File: config.mk
export PLATFORM = sky130hd
export DESIGN_NAME = puct_divu
export DESIGN_NICKNAME = d
export VERILOG_FILES = /design/src/hdl/puct_pkg.sv /design/src/hdl/puct_divu.sv
export SDC_FILE = /design/constraint.sdc
export NUM_CORES = 1
export LEC_CHECK = 0
export BUFFER_PORTS_ARGS = -buffer_cell sky130_fd_sc_hd__buf_2
export CORE_UTILIZATION = 58
export DETAILED_ROUTE_END_ITERATION = 16
export PLACE_DENSITY = 0.83
export REMOVE_ABC_BUFFERS = 1
export SYNTH_ARGS = -nofsm -noshare
export SYNTH_HDL_FRONTEND = slang
export SYNTH_SLANG_ARGS = --single-unit
File: constraint.sdc
create_clock -name clk -period 5.2 [get_ports clk]
set_input_delay 1.3 -clock clk [delete_from_list [all_inputs] [get_ports clk]]
set_output_delay 1.3 -clock clk [all_outputs]
set_load 0.05 [all_outputs]
File: src/hdl/puct_pkg.sv
// shared types, widths and codes of the puct child selector
// no dependencies
package puct_pkg;

    localparam int NUM_CHILDREN_DEF = 64;

    localparam int IDX_W   = 6;
    localparam int MASK_W  = 64;
    localparam int GAIN_W  = 16;
    localparam int PRIOR_W = 16;
    localparam int LEAF_W  = 16;
    localparam int VISIT_W = 20;
    localparam int SUM_W   = 32;
    localparam int NODE_W  = 26;
    localparam int SQRT_W  = 29;
    localparam int X_W     = NODE_W + 32;
    localparam int PROD1_W = GAIN_W + PRIOR_W;
    localparam int PROD_W  = PROD1_W + SQRT_W;
    localparam int EXPL_W  = PROD_W - 28;
    localparam int DIV_NUM_W = 34;
    localparam int DIV_DEN_W = VISIT_W + 1;
    localparam int SCORE_W = 36;
    localparam int ROW_W   = VISIT_W + SUM_W;

    localparam logic [GAIN_W-1:0]  GAIN_RESET = 16'd4096;
    localparam logic [SQRT_W-1:0]  SQRT_ZERO  = 29'd7;
    localparam logic [VISIT_W-1:0] VISIT_MAX  = '1;
    localparam logic [NODE_W-1:0]  NODE_MAX   = '1;
    localparam int ONE_Q14 = 16384;

    localparam logic [1:0] CMD_LOAD   = 2'd0;
    localparam logic [1:0] CMD_SELECT = 2'd1;
    localparam logic [1:0] CMD_BACKUP = 2'd2;

    localparam logic [1:0] STATUS_OK        = 2'd0;
    localparam logic [1:0] STATUS_NOT_EXP   = 2'd1;
    localparam logic [1:0] STATUS_NO_VALID  = 2'd2;

    typedef struct packed {
        logic                 start;
        logic [DIV_NUM_W-1:0] num;
        logic [DIV_DEN_W-1:0] den;
    } div_req_t;

    typedef struct packed {
        logic                 busy;
        logic                 done;
        logic [DIV_NUM_W-1:0] quo;
        logic [DIV_DEN_W-1:0] rem;
    } div_rsp_t;

endpackage

File: src/hdl/puct_divu.sv
// shared restoring divider, one quotient bit per cycle
// depends on puct_pkg
module puct_divu
    import puct_pkg::*;
(
    input  logic     clk,
    input  logic     rst_n,
    input  div_req_t req,
    output div_rsp_t rsp
);
    localparam int CNT_W = $clog2(DIV_NUM_W);

    logic [DIV_NUM_W-1:0] quo_reg, quo_next;
    logic [DIV_DEN_W-1:0] rem_reg, rem_next;
    logic [DIV_DEN_W-1:0] den_reg;
    logic [CNT_W-1:0]     cnt_reg;
    logic                 busy_reg, done_reg;
    logic [DIV_DEN_W:0]   rem_sh;
    logic [DIV_DEN_W:0]   trial;

    always_comb
    begin
        rem_sh = {rem_reg, quo_reg[DIV_NUM_W-1]};
        trial  = rem_sh - {1'b0, den_reg};
        if (rem_sh >= {1'b0, den_reg})
        begin
            rem_next = trial[DIV_DEN_W-1:0];
            quo_next = {quo_reg[DIV_NUM_W-2:0], 1'b1};
        end
        else
        begin
            rem_next = rem_sh[DIV_DEN_W-1:0];
            quo_next = {quo_reg[DIV_NUM_W-2:0], 1'b0};
        end
    end

    always_ff @(posedge clk or negedge rst_n)
    begin
        if (!rst_n)
        begin
            busy_reg <= 1'b0;
            done_reg <= 1'b0;
            cnt_reg  <= '0;
        end
        else
        begin
            done_reg <= 1'b0;
            if (req.start && !busy_reg)
            begin
                busy_reg <= 1'b1;
                cnt_reg  <= '0;
            end
            else if (busy_reg)
            begin
                cnt_reg <= cnt_reg + 1'b1;
                if (cnt_reg == CNT_W'(DIV_NUM_W - 1))
                begin
                    busy_reg <= 1'b0;
                    done_reg <= 1'b1;
                end
            end
        end
    end

    always_ff @(posedge clk)
    begin
        if (req.start && !busy_reg)
        begin
            quo_reg <= req.num;
            rem_reg <= '0;
            den_reg <= req.den;
        end
        else if (busy_reg)
        begin
            quo_reg <= quo_next;
            rem_reg <= rem_next;
        end
    end

    assign rsp.busy = busy_reg;
    assign rsp.done = done_reg;
    assign rsp.quo  = quo_reg;
    assign rsp.rem  = rem_reg;

endmodule

==> results.sh <==
export IMPL_antenna_found_initial=0
export IMPL_endpoint_kind="flop"
export IMPL_io_buffers=114
export IMPL_die_y_um=90.3
export IMPL_start_kind="flop"
export IMPL_synth_main_ff_cell="edfxtp_1"
export IMPL_finalSetupViolCount=0
export IMPL_wirelength_um=9950
export IMPL_slew_headroom_pct=49.8
export IMPL_post_route_min_period_ns=3.03
export IMPL_fmax_mhz=330
export IMPL_synth_seq_area_share_pct=50.3
export IMPL_netlist_area_um2=4520
export IMPL_die_w_um=90.3
export IMPL_cts_resized_gates=0
export IMPL_status="finished clean"
export IMPL_gr_total_overflow=0
export IMPL_cts_max_path_buffers=2
export IMPL_synth_simple_area_share_pct=16.7
export IMPL_dr_first_iter_drc_count=164
export IMPL_avgSynthCellArea_um2=9.66
export IMPL_syn_inst=468
export IMPL_largest_reg_flops=34
export IMPL_hold_class="reg2reg"
export IMPL_routabilityCongestion=0.925
export IMPL_grt_start_max_net_pins=42
export IMPL_viasPerCell=5.53
export IMPL_tightest_slew_ns=0.753
export IMPL_drive_gt1_share_pct=24.7
export IMPL_synth_fa_ha_area_share_pct=6.81
export IMPL_hold_slack_ns=0.484
export IMPL_h_tree_depth=3
export IMPL_grt_pass1_vias=3649
export IMPL_drc_errors=0
export IMPL_synth_compound_area_share_pct=14.6
export IMPL_crit_arrival_ns=3.23
export IMPL_finish_utilization_pct=71.7
export IMPL_crit_type="reg2reg"
export IMPL_core_area_um2=7410
export IMPL_synth_most_common_cell="nand2_1"
export IMPL_cp_required_ns=5.40
export IMPL_yosys_area_top_type="edfxtp_1"
export IMPL_synth_xor_area_share_pct=3.49
export IMPL_fin_crit_sh_pct=58.3
export IMPL_final_antenna_net_count=0
export IMPL_final_max_slew_violation_count=0
export IMPL_async_reset_ff_share_pct=9.52
export IMPL_cts_made_buffers=9
export IMPL_dp_hpwl_um=7260
export IMPL_synth_seq_cells=84
export IMPL_grt_pass1_wl_um=16600
export IMPL_drt_wirelength_per_cell_um=14.6
export IMPL_clkTransAtPathRegs_ns=0.08
export IMPL_start_util_pct=61.0
export IMPL_die_area_um2=8150
export IMPL_worst_path_max_fanout=5
export IMPL_yosys_warnings=0
export IMPL_vias=3754
export IMPL_synthTopCellsByArea="edfxtp_1 37%, nand2_1 11%, dfxtp_1 9.3%"
export IMPL_skew_ns=0.0119
export IMPL_clock_latency_ns=0.35
export IMPL_post_cts_buffers=0
export IMPL_cts_hold_buf=0
export IMPL_nets=657
export IMPL_n_antenna_cell=0
export IMPL_cts_tree="yes"
export IMPL_num_rows=31
export IMPL_synth_cell_types=56
export IMPL_critPathSlowestCell="o21ai_0"
export IMPL_rsz0062_at_grt="false"
export IMPL_synth_common_cells="129 x nand2_1, 55 x edfxtp_1, 33 x inv_1"
export IMPL_yosys_mux_area_fraction_pct=2.66
export IMPL_critPathMaxStageDelay_ns=0.57
export IMPL_synth_edff_count=55
export IMPL_crit_chain="inv_1, ha_1, inv_1, fa_1, a21oi_1, o211ai_2, a211oi_1, and4b_2, o21ai_0, o21ai_0"
export IMPL_drv_cap=0
export IMPL_dr_pass1_iters=4
export IMPL_cts_sinks=84
export IMPL_syn2layout_area_growth_pct=17.6
export IMPL_synth_top_area_share_pct=36.5
export IMPL_synth_top_family_by_area="simple AND/OR/NAND/NOR gates"
export IMPL_hold_viol_final=0
export IMPL_cts_root_buf="clkbuf_8"
export IMPL_track_usage_pct=25.5
export IMPL_tns_ns=0
export IMPL_io_pins=115
per-layer routing:
metal	up-vias	part of all wire, %	track usage, %
li1	1848	-	-
met1	1743	42	31.7
met2	147	49	44.1
met3	16	7.0	5.64
met4	0	1.7	8.33
met5	-	0	0
final timing paths:
kind                             startpoint          to  slack [ns]  depth (start not counted)
worst min register to register   cnt_reg[5]  cnt_reg[5]        0.48                          1
max in group asynchronous             rst_n  cnt_reg[0]        4.27                          1
worst max-delay path            quo_reg[33]  rem_reg[9]        2.17                         10
worst max register to register  quo_reg[33]  rem_reg[9]        2.17                         10
worst min-delay path             cnt_reg[5]  cnt_reg[5]        0.48                          1
min in group asynchronous             rst_n  cnt_reg[2]        0.77                          1
cell type report:
cell class              instances  area, um2
flip-flops and latches         84       2270
fillers                       579       2100
multi-input cells             328       2000
repair buffers                118        601
inverters                      34        128
clock buffers                   9        124
well taps                      99        124
clock inverters                 7       66.3
through the flow:
step	setup WS, ns	cells	area, um2
2_1_floorplan	1.49	446	4400
3_3_place_gp	2.33	663	5120
3_5_place_dp	2.22	663	5120
4_1_cts	2.20	679	5310
5_1_grt	1.98	679	5310
6_report	2.17	679	5310
worst max-delay path: cells and delay by family (launching register included):
kind            cells  cell delay (ns)
buf+inv             2             0.14
compound gates      5             1.48
fa+ha+maj           2             0.55
flops               1             0.39
simple gates        1             0.32
placed cells by master, fill, tap and decap left out, drive strengths merged, types with 2 or more instances in the layout:
master,n
nand2,130
buf,118
edfxtp,55
inv,34
o21ai,34
a21oi,32
ha,23
dfxtp,21
mux2i,12
nor2,11
xor2,10
nand3,9
clkbuf,9
xnor2,8
a32oi,8
dfrtp,8
nand4,7
clkinv,5
o31ai,5
nor2b,4
o211ai,4
a21o,3
nor3,3
o211a,2
a31oi,2
nand4b,2
o21bai,2
cells by family (layout without fill, tap and decap cells):
| kind of cell | after synthesis | count (layout) |
|---|---|---|
| muxes | 12 | 12 |
| DFF | 84 | 84 |
| xor gates and xnor gates | 18 | 18 |
| AOI/OAI and AO/OA | 101 | 101 |
| and+or+nand+nor | 173 | 173 |
| adders and majority gates | 24 | 24 |
| buffers and inverters | 56 | 168 |
Power is left out: the tool's default activity adds up to more than one toggle a clock period on the data nets, which glitch-free logic cannot reach.
